[src/sv/vsp_pkg.sv]
// Package for the version string parser: types, codes and character constants.
`default_nettype none
package vsp_pkg;

   // default string length limit
   localparam int MAX_STRING_LEN_DEF = 255;

   localparam int MAG_W     = 31;
   localparam int COMP_W    = 32;
   localparam int OFFSET_W  = 8;

   localparam logic [MAG_W-1:0] MAG_MAX     = 31'h7FFF_FFFF;
   localparam logic [MAG_W-1:0] MAG_TEN_MAX = MAG_MAX / 10;

   localparam logic [7:0] CHAR_NUL   = 8'h00;
   localparam logic [7:0] CHAR_V     = 8'h76;
   localparam logic [7:0] CHAR_UNDER = 8'h5F;
   localparam logic [7:0] CHAR_ZERO  = 8'h30;
   localparam logic [7:0] CHAR_NINE  = 8'h39;
   localparam logic [7:0] CHAR_DOT   = 8'h2E;

   typedef enum logic [2:0] {
      PH_IDLE,
      PH_START,
      PH_FIRST,
      PH_LATER,
      PH_SEP
   } phase_type;

   typedef enum logic [1:0] {
      KIND_PLAIN,
      KIND_NEG,
      KIND_TEN
   } kind_type;

   typedef enum logic [1:0] {
      ST_COMPONENT,
      ST_NOT_VERSION,
      ST_UNDER_BEFORE_DOT,
      ST_MULTI_UNDER
   } status_type;

   typedef struct packed {
      logic [COMP_W-1:0]   component;
      logic                last;
      status_type          status;
      logic                overflow;
      logic [OFFSET_W-1:0] end_offset;
   } rsp_type;

endpackage : vsp_pkg
`default_nettype wire

[src/sv/version_string_parser.sv]
// Version string parser: one character per transfer, numeric components out.
// A result enters the output buffer on the character transfer that causes it; rsp_ shows its head.
// Throughput: one character per cycle while req_ready is high; parse state and multiply-by-ten
// accumulate per transfer; a two-entry output buffer keeps req_ready high while a result waits.
// Reset (synchronous, active high): parser idle until string_start, output buffer empty.
`default_nettype none
module version_string_parser #(
   parameter int MAX_STRING_LEN = vsp_pkg::MAX_STRING_LEN_DEF
) (
   input  wire logic        clock,
   input  wire logic        reset,
   input  wire logic        req_valid,
   output logic             req_ready,
   input  wire logic [7:0]  req_char_code,
   input  wire logic        req_string_start,
   output logic             rsp_valid,
   input  wire logic        rsp_ready,
   output logic signed [31:0] rsp_component,
   output logic             rsp_last,
   output logic [1:0]       rsp_status,
   output logic             rsp_overflow,
   output logic [7:0]       rsp_end_offset
);
   import vsp_pkg::*;

   localparam int CNT_W = $clog2(MAX_STRING_LEN + 1);
   localparam int POS_W = (CNT_W > OFFSET_W) ? CNT_W : OFFSET_W;
   localparam logic [CNT_W-1:0] LEN_LIMIT = CNT_W'(MAX_STRING_LEN);

   // parse state
   phase_type        phase_ff, phase_in;
   logic [MAG_W-1:0] mag_ff, mag_in;
   kind_type         kind_ff, kind_in;
   logic             saw_under_ff, saw_under_in;
   logic [CNT_W-1:0] count_ff, count_in;
   logic             ovf_ff, ovf_in;
   logic             pend_under_ff, pend_under_in;

   // output buffer
   rsp_type out_ff, out_in;
   logic    out_valid_ff, out_valid_in;
   rsp_type skid_ff, skid_in;
   logic    skid_valid_ff, skid_valid_in;

   // combinational result of the current character
   rsp_type          res;
   logic             res_valid;

   phase_type        ph;
   logic [MAG_W-1:0] cur_mag;
   kind_type         cur_kind;
   logic             cur_ovf;
   logic [CNT_W-1:0] pos;
   logic [POS_W-1:0] pos_wide;
   logic [POS_W-1:0] pos_prev;
   logic [7:0]       ch;
   logic [3:0]       dval;
   logic             is_digit;
   logic             is_alpha;
   logic [MAG_W+3:0] acc;
   logic [MAG_W+3:0] ten_prod;
   logic [MAG_W-1:0] emit_mag;
   logic             emit_ovf;
   logic [COMP_W-1:0] emit_val;

   logic xfer_in;
   logic drain;

   assign req_ready = !skid_valid_ff;
   assign xfer_in   = req_valid && req_ready;
   assign drain     = out_valid_ff && rsp_ready;

   assign pos_wide = POS_W'(pos);
   assign pos_prev = pos_wide - POS_W'(1);

   // work out the next parse state and any result for this character
   always_comb begin
      // restart on string start
      if (req_string_start) begin
         ph       = PH_START;
         cur_mag  = '0;
         cur_kind = KIND_PLAIN;
         cur_ovf  = 1'b0;
         pos      = '0;
         saw_under_in  = 1'b0;
         pend_under_in = 1'b0;
      end else begin
         ph       = phase_ff;
         cur_mag  = mag_ff;
         cur_kind = kind_ff;
         cur_ovf  = ovf_ff;
         pos      = count_ff;
         saw_under_in  = saw_under_ff;
         pend_under_in = pend_under_ff;
      end

      phase_in = ph;
      mag_in   = cur_mag;
      kind_in  = cur_kind;
      ovf_in   = cur_ovf;
      count_in = pos;

      // treat characters beyond the length limit as NUL
      if (pos >= LEN_LIMIT) begin
         ch = CHAR_NUL;
      end else begin
         ch       = req_char_code;
         count_in = pos + CNT_W'(1);
      end

      is_digit = ch inside {[CHAR_ZERO:CHAR_NINE]};
      is_alpha = ch inside {[8'h61:8'h7A], [8'h41:8'h5A]};
      dval     = 4'(ch - CHAR_ZERO);

      // accumulate: magnitude times ten plus digit, saturating
      acc = ({1'b0, cur_mag, 3'b000} + {3'b000, cur_mag, 1'b0}) + (MAG_W+4)'(dval);

      // component as emitted, with the times-ten step applied
      ten_prod = {1'b0, cur_mag, 3'b000} + {3'b000, cur_mag, 1'b0};
      emit_mag = cur_mag;
      emit_ovf = cur_ovf;
      if (cur_kind == KIND_TEN) begin
         if (cur_mag > MAG_TEN_MAX) begin
            emit_mag = MAG_MAX;
            emit_ovf = 1'b1;
         end else begin
            emit_mag = ten_prod[MAG_W-1:0];
         end
      end
      if (cur_kind == KIND_NEG) begin
         emit_val = -{1'b0, emit_mag};
      end else begin
         emit_val = {1'b0, emit_mag};
      end

      res_valid      = 1'b0;
      res.component  = emit_val;
      res.last       = 1'b0;
      res.status     = ST_COMPONENT;
      res.overflow   = emit_ovf;
      res.end_offset = '0;

      case (ph)
         PH_IDLE: begin
            // ignore idle characters, hold state
            count_in = count_ff;
         end
         PH_START, PH_FIRST, PH_LATER, PH_SEP: begin
            if (ph == PH_START && ch == CHAR_V) begin
               // skip leading 'v'
               phase_in = PH_FIRST;
            end else if (ph == PH_SEP) begin
               res_valid = 1'b1;
               if (is_digit) begin
                  // separator confirmed: emit and start next component
                  mag_in   = MAG_W'(dval);
                  ovf_in   = 1'b0;
                  phase_in = PH_LATER;
                  if (pend_under_in) begin
                     kind_in = (ch == CHAR_ZERO) ? KIND_TEN : KIND_NEG;
                  end else begin
                     kind_in = KIND_PLAIN;
                  end
               end else begin
                  // separator without digit ends the string
                  res.last       = 1'b1;
                  res.end_offset = pos_prev[7:0];
                  phase_in       = PH_IDLE;
               end
            end else if (is_digit) begin
               phase_in = (ph == PH_START) ? PH_FIRST : ph;
               if (acc > (MAG_W+4)'(MAG_MAX)) begin
                  mag_in = MAG_MAX;
                  ovf_in = 1'b1;
               end else begin
                  mag_in = acc[MAG_W-1:0];
               end
            end else if ((ph == PH_START || ph == PH_FIRST) && is_alpha) begin
               // letter before the first separator (other than a leading v): not a version
               res_valid     = 1'b1;
               res.component = '0;
               res.last      = 1'b1;
               res.status    = ST_NOT_VERSION;
               res.overflow  = 1'b0;
               phase_in      = PH_IDLE;
            end else if (ch == CHAR_DOT || ch == CHAR_UNDER) begin
               if (saw_under_in) begin
                  // separator error, drop the pending component
                  res_valid      = 1'b1;
                  res.component  = '0;
                  res.last       = 1'b1;
                  res.status     = (ch == CHAR_DOT) ? ST_UNDER_BEFORE_DOT : ST_MULTI_UNDER;
                  res.overflow   = 1'b0;
                  res.end_offset = pos_wide[7:0];
                  phase_in       = PH_IDLE;
               end else begin
                  if (ch == CHAR_UNDER) begin
                     saw_under_in = 1'b1;
                  end
                  pend_under_in = (ch == CHAR_UNDER);
                  phase_in      = PH_SEP;
               end
            end else begin
               // any other character ends the string
               res_valid      = 1'b1;
               res.last       = 1'b1;
               res.end_offset = pos_wide[7:0];
               phase_in       = PH_IDLE;
            end
         end
         default: begin
            phase_in = PH_IDLE;
         end
      endcase
   end

   // advance the parse state on each transfer
   always_ff @(posedge clock) begin
      if (reset) begin
         phase_ff      <= PH_IDLE;
         mag_ff        <= '0;
         kind_ff       <= KIND_PLAIN;
         saw_under_ff  <= 1'b0;
         count_ff      <= '0;
         ovf_ff        <= 1'b0;
         pend_under_ff <= 1'b0;
      end else if (xfer_in) begin
         phase_ff      <= phase_in;
         mag_ff        <= mag_in;
         kind_ff       <= kind_in;
         saw_under_ff  <= saw_under_in;
         count_ff      <= count_in;
         ovf_ff        <= ovf_in;
         pend_under_ff <= pend_under_in;
      end
   end

   // steer results into the output register or the skid entry
   always_comb begin
      out_in        = out_ff;
      out_valid_in  = out_valid_ff;
      skid_in       = skid_ff;
      skid_valid_in = skid_valid_ff;
      if (skid_valid_ff) begin
         if (drain) begin
            out_in        = skid_ff;
            out_valid_in  = 1'b1;
            skid_valid_in = 1'b0;
         end
      end else if (xfer_in && res_valid) begin
         if (!out_valid_ff || drain) begin
            out_in       = res;
            out_valid_in = 1'b1;
         end else begin
            skid_in       = res;
            skid_valid_in = 1'b1;
         end
      end else if (drain) begin
         out_valid_in = 1'b0;
      end
   end

   always_ff @(posedge clock) begin
      if (reset) begin
         out_valid_ff  <= 1'b0;
         skid_valid_ff <= 1'b0;
      end else begin
         out_valid_ff  <= out_valid_in;
         skid_valid_ff <= skid_valid_in;
      end
   end

   always_ff @(posedge clock) begin
      out_ff  <= out_in;
      skid_ff <= skid_in;
   end

   assign rsp_valid      = out_valid_ff;
   assign rsp_component  = out_ff.component;
   assign rsp_last       = out_ff.last;
   assign rsp_status     = out_ff.status;
   assign rsp_overflow   = out_ff.overflow;
   assign rsp_end_offset = out_ff.end_offset;

endmodule : version_string_parser
`default_nettype wire

[config.mk]
export PLATFORM = sky130hd
export DESIGN_NAME = version_string_parser
export DESIGN_NICKNAME = d
export VERILOG_FILES = /design/src/sv/vsp_pkg.sv /design/src/sv/version_string_parser.sv
export SDC_FILE = /design/constraint.sdc
export NUM_CORES = 1
export LEC_CHECK = 0
export ABC_AREA = 0
export BUFFER_PORTS_ARGS = -buffer_cell sky130_fd_sc_hd__clkbuf_2
export CORE_ASPECT_RATIO = 0.9
export CORE_UTILIZATION = 50
export DETAILED_ROUTE_END_ITERATION = 16
export PLACE_DENSITY_LB_ADDON = 0.08
export SYNTH_ARGS = -nofsm -noshare
export SYNTH_HDL_FRONTEND = slang
export SYNTH_SLANG_ARGS = --single-unit
[constraint.sdc]
create_clock -name clock -period 12 [get_ports clock]
set_clock_uncertainty 0.05 [all_clocks]
set_input_delay 1.2 -clock clock [delete_from_list [all_inputs] [get_ports clock]]
set_output_delay 1.2 -clock clock [all_outputs]
set_load 0.01 [all_outputs]
# After elaboration in Yosys (flattened, before gate mapping)
# Index checks and enable logic that the tools add are counted.
# Widths: inputs -> output; s select.
classes:
  n_addsub: 6
  muxes: 93
  order_cmp: 9
  n_div: 0
  shift: 0
  n_eq_ne: 12
  bitwise_logic: 3
  mul: 0
  reduce_logical: 23
ops:
  columns: ["op", "count"]
  rows:
  - ["$mux 44", 8]
  - ["$mux 31", 9]
  - ["$mux 32", 3]
  - ["$mux 8", 7]
  - ["$mux 1", 46]
  - ["$mux 36", 1]
  - ["$add 34x32->35", 1]
  - ["$add 35x4->35", 1]
  - ["$gt 35x31->1 const B", 1]
  - ["$neg 31->32", 1]
  - ["$gt 31x28->1 const B", 1]
  - ["$mux 3", 10]
  - ["$eq 8x6->1 const B", 2]
  - ["$eq 8x7->1 const B", 2]
  - ["$ge 8x7->1 const B", 2]
  - ["$le 8x7->1 const B", 2]
  - ["$mux 2", 8]
  - ["$reduce_and 3->1", 3]
  - ["$add 8x1->8 const B", 1]
  - ["$ge 8x6->1 const B", 1]
  - ["$ge 8x8->1 const B", 1]
  - ["$le 8x6->1 const B", 1]
  - ["$logic_and 1x1->1", 8]
  - ["$reduce_bool 2->1", 4]
  - ["other kinds (16)", 22]
totals:
  rom_bits: 0
  n_memories: 0
  word_cells: 165
  out_inout_bits: 46
  inputBits: 13
  latch_bits: 0
  register_bits: 137
  ramBits: 0

# Longest topological paths before layout
# Gate-level depths: netlist (run 1).
logic_depth:
  depth_word: 16
  depth_mapped: 25
  mapped_depth_nobuf: 18

# Least setup slack after synthesis (run 1)
# OpenSTA, ideal clock, no wires.
synth_path:
  path_kind: "input-to-reg"
  startpoint: "in req_string_start"
  endpoint: "reg skid_ff[0] in the netlist's numbering (enable)"
  n_path_buf: 5
  stages: 17
  slack_ns: 4.185
  setup_time_ns: 0.510
  required_ns: 11.440
  arrival_time_ns: 7.255
  path_cell_list: "clkinv_1 -> clkbuf_1 -> clkbuf_1 -> clkbuf_1 -> clkbuf_1 -> nand2_1 -> inv_1 -> ha_1 -> and3_1 -> and3_1 -> nor2_1 -> nand3_1 -> nor3_1 -> nor2_1 -> clkbuf_1 -> nand3_1 -> nor3b_1"
synth_via:
  elab_chain_len: 14
  word_cells_on_any_way: 36
  cone_classes: "7 x order compare; 7 x eq/ne; 11 x mux; 11 x reduce/logical"
synth_rtl:
  columns: ["element", "line_no", "rtl"]
  rows:
  - ["start, declared", "version_string_parser.sv:15", "input wire logic req_string_start,"]
  - ["$mux 8", "version_string_parser.sv:79", "if (req_string_start) begin"]
  - ["$ge 8x8->1", "version_string_parser.sv:104", "if (pos >= LEN_LIMIT) begin"]
  - ["$mux 8", "version_string_parser.sv:104", null]
  - ["$ge 8x7->1 or $le 8x7->1 (tied branches)", "version_string_parser.sv:112", "is_alpha = ch inside {[8'h61:8'h7A], [8'h41:8'h5A]};"]
  - ["$logic_and 1x1->1", "version_string_parser.sv:112", null]
  - ["$reduce_bool 2->1", "version_string_parser.sv:112", null]
  - ["$logic_and 1x1->1", "version_string_parser.sv:178", "end else if ((ph == PH_START || ph == PH_FIRST) && is_alpha) begin"]
  - ["$mux 1", "version_string_parser.sv:178", null]
  - ["$mux 1", "version_string_parser.sv:170", "end else if (is_digit) begin"]
  - ["$mux 1", "version_string_parser.sv:152", "end else if (ph == PH_SEP) begin"]
  - ["$mux 1", "version_string_parser.sv:149", "if (ph == PH_START && ch == CHAR_V) begin"]
  - ["$mux 1 *", "version_string_parser.sv:143", "case (ph)"]
  - ["$logic_and 1x1->1 *", "version_string_parser.sv:250", "end else if (xfer_in && res_valid) begin"]
  - ["$reduce_and 3->1 (no source line) *", null, null]
  - ["end signal, assigned", "version_string_parser.sv:275", "skid_ff <= skid_in;"]
  - ["end, declared", "version_string_parser.sv:42", "rsp_type skid_ff, skid_in;"]
# Every way passes the cells marked *; elsewhere a longest branch is shown, timed or not.
# A chain may end at the register's enable or synchronous reset.

# Worst setup path after layout (run 1)
layout_path:
  startpoint: "in req_string_start"
  endpoint: "reg mag_ff[7]"
layout_via:
  elab_chain_len: 11
  word_cells_on_any_way: 25
  cone_classes: "3 x add/sub; 4 x order compare; 5 x eq/ne; 10 x mux; 3 x reduce/logical"
layout_rtl:
  columns: ["element", "line_no", "rtl"]
  rows:
  - ["$mux 8", "version_string_parser.sv:79", null]
  - ["$ge 8x8->1", "version_string_parser.sv:104", null]
  - ["$mux 8", "version_string_parser.sv:104", null]
  - ["$sub 4x1->4", "version_string_parser.sv:113", "dval = 4'(ch - CHAR_ZERO);"]
  - ["$add 35x4->35", "version_string_parser.sv:116", "acc = ({1'b0, cur_mag, 3'b000} + {3'b000, cur_mag, 1'b0}) + (MAG_W+4)'(dval);"]
  - ["$gt 35x31->1", "version_string_parser.sv:172", "if (acc > (MAG_W+4)'(MAG_MAX)) begin"]
  - ["$mux 31", "version_string_parser.sv:172", null]
  - ["$mux 31", "version_string_parser.sv:170", null]
  - ["$mux 31", "version_string_parser.sv:152", null]
  - ["$mux 31", "version_string_parser.sv:149", null]
  - ["$mux 31 *", "version_string_parser.sv:143", null]
  - ["end signal, assigned", "version_string_parser.sv:229", "mag_ff <= mag_in;"]
  - ["end, declared", "version_string_parser.sv:32", "logic [MAG_W-1:0] mag_ff, mag_in;"]
# Marks and branches as above.

==> impl_metrics.json, run 1 <==
{
  "status": "complete, no violations",
  "synth_seq_cells": 137,
  "crit_required_ns": 12.22,
  "cts_sinks": 137,
  "cts_max_level": 4,
  "grt_pass1_vias": 9649,
  "maxCapViolations": 0,
  "final_common_cell": "nor2_1",
  "fin_util_pct": 55.45,
  "end_kind": "flip-flop",
  "max_freq_ghz": 0.1619,
  "critPathLaunch": "req_string_start",
  "worstPathMaxFanout": 48,
  "crit_path_start_kind": "input pin",
  "ant_nets": 0,
  "grt_pass1_wl_um": 54830,
  "num_antenna_cells": 0,
  "place_hpwl_um": 24780,
  "use_met1_pct": 44.40,
  "cts-root-buf": "clkbuf_16",
  "antenna_found_initial": 0,
  "final_hold_viol_count": 0,
  "final_cell_mix": "nor2_1, nand2_1, a21oi_1",
  "ys.flop_type": "edfxtp_1",
  "seq_area_frac_synth_pct": 32.82,
  "powerDensity_nw_per_um2": 93.76,
  "r2r_start": "mag_ff[2]",
  "synthCells": 1417,
  "firstDrtPassIters": 5,
  "port_buffers": 58,
  "grt.busiest_layer": "met2",
  "min_period_over_period_pct": 51.49,
  "synth_nets": 1443,
  "initial_utilization_pct": 51.04,
  "syn-cell-area_um2": 11040,
  "drtIter0Drc": 1121,
  "grt_overflow": 0,
  "setup_viol": 0,
  "r2r_setup_slack_ns": 6.52,
  "syn_area_per_cell_um2": 7.792,
  "die_x_um": 158.6,
  "dieArea_um2": 22680,
  "reg2reg_depth": 15,
  "synth_edf_count": 88,
  "cts-buffers-inserted": 17,
  "die_h_um": 143.0,
  "met2_usage_pct": 48.85,
  "post_cts_buffers": 0,
  "rr_endpoint": "mag_ff[7]",
  "area_growth_pct": 8.623,
  "slew_headroom_pct": 31.84,
  "wl_per_cell_um": 20.27,
  "fill_cells": 2036,
  "vias": 10822,
  "synth-async-reset-ratio_pct": 0,
  "cts_tree": "done",
  "core_area_um2": 21630,
  "clk_pin_slew_ns": 0.07,
  "wirelength_um": 34720,
  "worstSetupEndpoint": "mag_ff[7]",
  "post-route-drc-count": 0,
  "ys_types": 90,
  "drive_gt1_share_pct": 10.90,
  "globalRouteMet3Util_pct": 4.340,
  "cts_hold_buf": 0,
  "peakVddDrop_v": 0.00008202,
  "grt_max_degree": 71,
  "clock_path_buffers": 2,
  "place.gp.congestion": 0.9734,
  "yosys_warnings": 0,
  "arrival_ns": 6.40,
  "tightest_slew_ns": 1.016,
  "cts_resized": 0,
  "grt_setup_unrepaired": "false",
  "path_class": "in2reg",
  "insertion_delay_ns": 0.43,
  "min_period_ns": 6.178,
  "num_io_pins": 59,
  "row_count": 51,
  "vias_per_cell": 6.318,
  "fin_setup_tns_ns": 0,
  "nets": 1435,
  "hp-class": "reg2reg",
  "power.leakage_nw": 4.051,
  "final_max_slew_viol_count": 0,
  "grt_use_total_pct": 31.50
}
logic make-up after synthesis:
kind of cell	share of synthesized area (%)
and+or+nand+nor	23.77
AOI/OAI and AO/OA	27.23
DFF	32.82
buffers and inverters	4.680
xor gates and xnor gates	8.329
adders and majority gates	1.745
muxes	1.428
worst max-delay path: stages:
cell and delay (ns):
buf_4 0.40, nor2b_1 0.20, ha_1 0.28, maj3_1 0.39
o2111a_1 0.31, o21ai_1 0.33, nor3_1 0.15, o31ai_1 0.80
xor2_1 0.22, a211o_1 0.39, or4_1 0.54, nor3_2 0.22
mux2i_2 0.22, buf_4 0.34, nor2b_1 0.25, a311oi_1 0.11
power breakdown:
group | internal (mW) | switching, mW
clock network | 0.272 | 0.234
registers | 0.511 | 0.00720
logic | 0.0304 | 0.0706
how the worst min path moves through the flow:
stage	start	to	cells past startpoint
2_1_floorplan	ovf_ff	ovf_ff	2
3_3_place_gp	mag_ff[28]	mag_ff[28]	1
3_5_place_dp	mag_ff[28]	mag_ff[28]	1
4_1_cts	mag_ff[28]	mag_ff[28]	1
5_1_grt	skid_ff[32]	rsp_component[20]	2
6_report	mag_ff[28]	mag_ff[28]	1
metrics by stage:
stage	area (µm²)	worst slack (ns)	std cells	hold slack (ns)	power, mW
2_1_floorplan	11040	4.185	1417	0.4062	0.5952
3_3_place_gp	11430	5.658	1681	0.4410	0.6258
3_5_place_dp	11430	5.588	1681	0.4422	0.6269
4_1_cts	11990	6.006	1713	0.4618	1.131
5_1_grt	11990	5.707	1713	0.4973	1.159
6_report	11990	5.822	1713	0.4643	1.125
metal layers:
metal  wire length, µm  vias to the layer above
li1                  -                     5177
met1             15390                     5061
met2             15660                      521
met3              2619                       63
met4              1040                        0
met5                 0                        -
sequential cells by signal, indices dropped and copies added, names as in the netlist, 2 cells and up:
signal / count
mag_ff: 31
skid_ff: 44
rsp_component: 32
rsp_status: 2
phase_ff: 3
count_ff: 8
kind_ff: 2
rsp_end_offset: 8
final cells by class:
type / count / area [µm²] / area share [%]
clock buffers: 17 / 425.4 / 3.547
clock inverters: 15 / 137.6 / 1.148
inverters: 24 / 90.09 / 0.7511
multi-input cells: 1152 / 6917 / 57.67
flip-flops and latches: 137 / 3625 / 30.22
well taps: 291 / 364.1 / 3.036
repair buffers: 77 / 435.4 / 3.630
cell usage after synthesis (15+ instances only):
| cell | n | area [µm²] |
|---|---|---|
| clkbuf_1 | 67 | 251.5 |
| nand2_1 | 163 | 611.8 |
| nand3_1 | 40 | 200.2 |
| edfxtp_1 | 88 | 2643 |
| xor2_1 | 41 | 359.1 |
| dfxtp_1 | 49 | 980.9 |
| o31ai_1 | 32 | 240.2 |
| nor3_1 | 40 | 200.2 |
| inv_1 | 22 | 82.58 |
| a211oi_1 | 25 | 187.7 |
| buf_2 | 23 | 115.1 |
| xnor2_1 | 64 | 560.5 |
| and2_1 | 17 | 106.4 |
| nor2_1 | 181 | 679.4 |
| nor2b_1 | 20 | 125.1 |
| a31oi_1 | 17 | 106.4 |
| o21ai_0 | 115 | 575.6 |
| a21oi_1 | 116 | 580.6 |
| a21o_1 | 17 | 127.6 |
| o22ai_1 | 15 | 93.84 |
| o211ai_1 | 15 | 112.6 |
No activity file was read; power rests on OpenSTA's default activity.
==> inputs of run 2 (changes only) <==
==> constraint.sdc (replaced) <==
create_clock -name clock -period 6.09 [get_ports clock]
set_clock_uncertainty 0.05 [all_clocks]
set_input_delay 0.609 -clock clock [delete_from_list [all_inputs] [get_ports clock]]
set_output_delay 0.609 -clock clock [all_outputs]
set_load 0.01 [all_outputs]
==> impl_metrics.json, run 2 (same netlist as run 1, synthesis figures left out) <==
{
  "power.leakage_nw": 4.174,
  "r2r_start": "mag_ff[2]",
  "vias": 10926,
  "drive_gt1_share_pct": 11.53,
  "placed_cells": 1690,
  "critPathLaunch": "mag_ff[2]",
  "grt_use_total_pct": 31.88,
  "min_period_ns": 5.146,
  "row_count": 51,
  "ant_nets": 0,
  "wl_per_cell_um": 20.53,
  "area_growth_pct": 10.53,
  "fin_cells": 1722,
  "initial_utilization_pct": 51.04,
  "slew_headroom_pct": 35.04,
  "firstDrtPassIters": 5,
  "grt_setup_unrepaired": "false",
  "grt_pass1_vias": 9702,
  "powerDensity_nw_per_um2": 196.7,
  "wirelength_um": 35350,
  "drtIter0Drc": 1158,
  "place.gp.congestion": 0.9791,
  "dieArea_um2": 22680,
  "end_kind": "flip-flop",
  "num_io_pins": 59,
  "final_common_cell": "nor2_1",
  "fin_setup_tns_ns": 0,
  "grt_max_degree": 103,
  "peakVddDrop_v": 0.0001567,
  "cts-root-buf": "clkbuf_16",
  "min_to": "skid_valid_ff",
  "path_class": "reg2reg",
  "min_period_over_period_pct": 84.50,
  "cts_max_level": 4,
  "die_x_um": 158.6,
  "clock_path_buffers": 2,
  "crit_required_ns": 6.22,
  "fill_cells": 2009,
  "maxCapViolations": 0,
  "min_path_cells": 2,
  "crit_path_start_kind": "flip-flop",
  "grt_pass1_wl_um": 55160,
  "setup_viol": 0,
  "port_buffers": 58,
  "cts_hold_buf": 0,
  "arrival_ns": 5.28,
  "cts_sinks": 137,
  "tightest_slew_ns": 0.9731,
  "largest_reg_flops": 44,
  "final_cell_mix": "nor2_1, nand2_1, a21oi_1",
  "rr_endpoint": "rsp_component[31]",
  "max_freq_ghz": 0.1943,
  "cts-buffers-inserted": 17,
  "final_hold_viol_count": 0,
  "fin_ws_ns": 0.9442,
  "antenna_found_initial": 0,
  "top_register": "skid_ff",
  "place_ws_ns": 0.9140,
  "num_antenna_cells": 0,
  "reg2reg_depth": 14,
  "final_max_slew_viol_count": 0,
  "vias_per_cell": 6.345,
  "clk_pin_slew_ns": 0.07,
  "hp-class": "in2reg",
  "worstPathMaxFanout": 13,
  "min-delay-start": "rsp_ready",
  "place_hpwl_um": 25470,
  "die_h_um": 143.0,
  "insertion_delay_ns": 0.44,
  "cts_tree": "done",
  "status": "complete, no violations",
  "post_cts_buffers": 0,
  "cts_resized": 0,
  "core_area_um2": 21630,
  "grt_overflow": 0,
  "nets": 1444,
  "post-route-drc-count": 0,
  "r2r_setup_slack_ns": 0.94
}
run 2: metrics by stage:
| step | instance area (µm²) | power, mW | hold slack (ns) | utilization, % |
|---|---|---|---|---|
| 2_1_floorplan | 11070 | 1.173 | 0.4062 | - |
| 3_3_place_gp | 11530 | 1.237 | 0.4304 | 53.32 |
| 3_5_place_dp | 11530 | 1.238 | 0.4460 | 53.32 |
| 4_1_cts | 12200 | 2.411 | 0.3931 | 56.42 |
| 5_1_grt | 12200 | 2.475 | 0.4025 | 56.42 |
| 6_report | 12200 | 2.400 | 0.4072 | 56.42 |
run 2: how the worst max path moves through the flow:
| stage | to | slack [ns] |
|---|---|---|
| 4_1_cts | mag_ff[4] | 1.09 |
| 3_3_place_gp | mag_ff[7] | 0.94 |
| 2_1_floorplan | mag_ff[28] | 0.03 |
| 3_5_place_dp | mag_ff[7] | 0.91 |
| 5_1_grt | rsp_component[26] | 0.65 |
| 6_report | rsp_component[31] | 0.94 |
run 2: routing by layer:
metal	global-route usage, %	wire, µm	up-vias
met5	0	0	-
met4	12.45	1232	0
met3	6.252	3110	74
met2	46.63	15310	539
met1	45.82	15690	5125
li1	-	-	5188
run 2: layout make-up:
class                           count  area, µm²  share of cell area [%]
Clock buffer                       17      425.4                   3.486
Clock inverter                     15      244.0                   1.999
Inverter                           24      90.09                  0.7382
Multi-Input combinational cell   1152       6928                   56.77
Sequential cell                   137       3625                   29.70
Tap cell                          291      364.1                   2.983
Timing Repair Buffer               86      528.0                   4.326
run 2: critical path, cell delays in order, from the launching register on:
cell and delay [ns]:
dfxtp_1 0.48, nor2b_1 0.24, ha_1 0.24, maj3_1 0.39, o2111a_1 0.31, o21ai_1 0.31
nor3_1 0.17, o31ai_2 0.51, xor2_1 0.31, a21oi_1 0.27, nor4_1 0.70, nand4_1 0.27
nor2_1 0.19, a211oi_1 0.12, mux2_2 0.33
run 2: where the power goes:
group	internal (mW)	switching, mW
clock	0.712	0.467
combinational	0.0612	0.137
sequential	1.01	0.0173
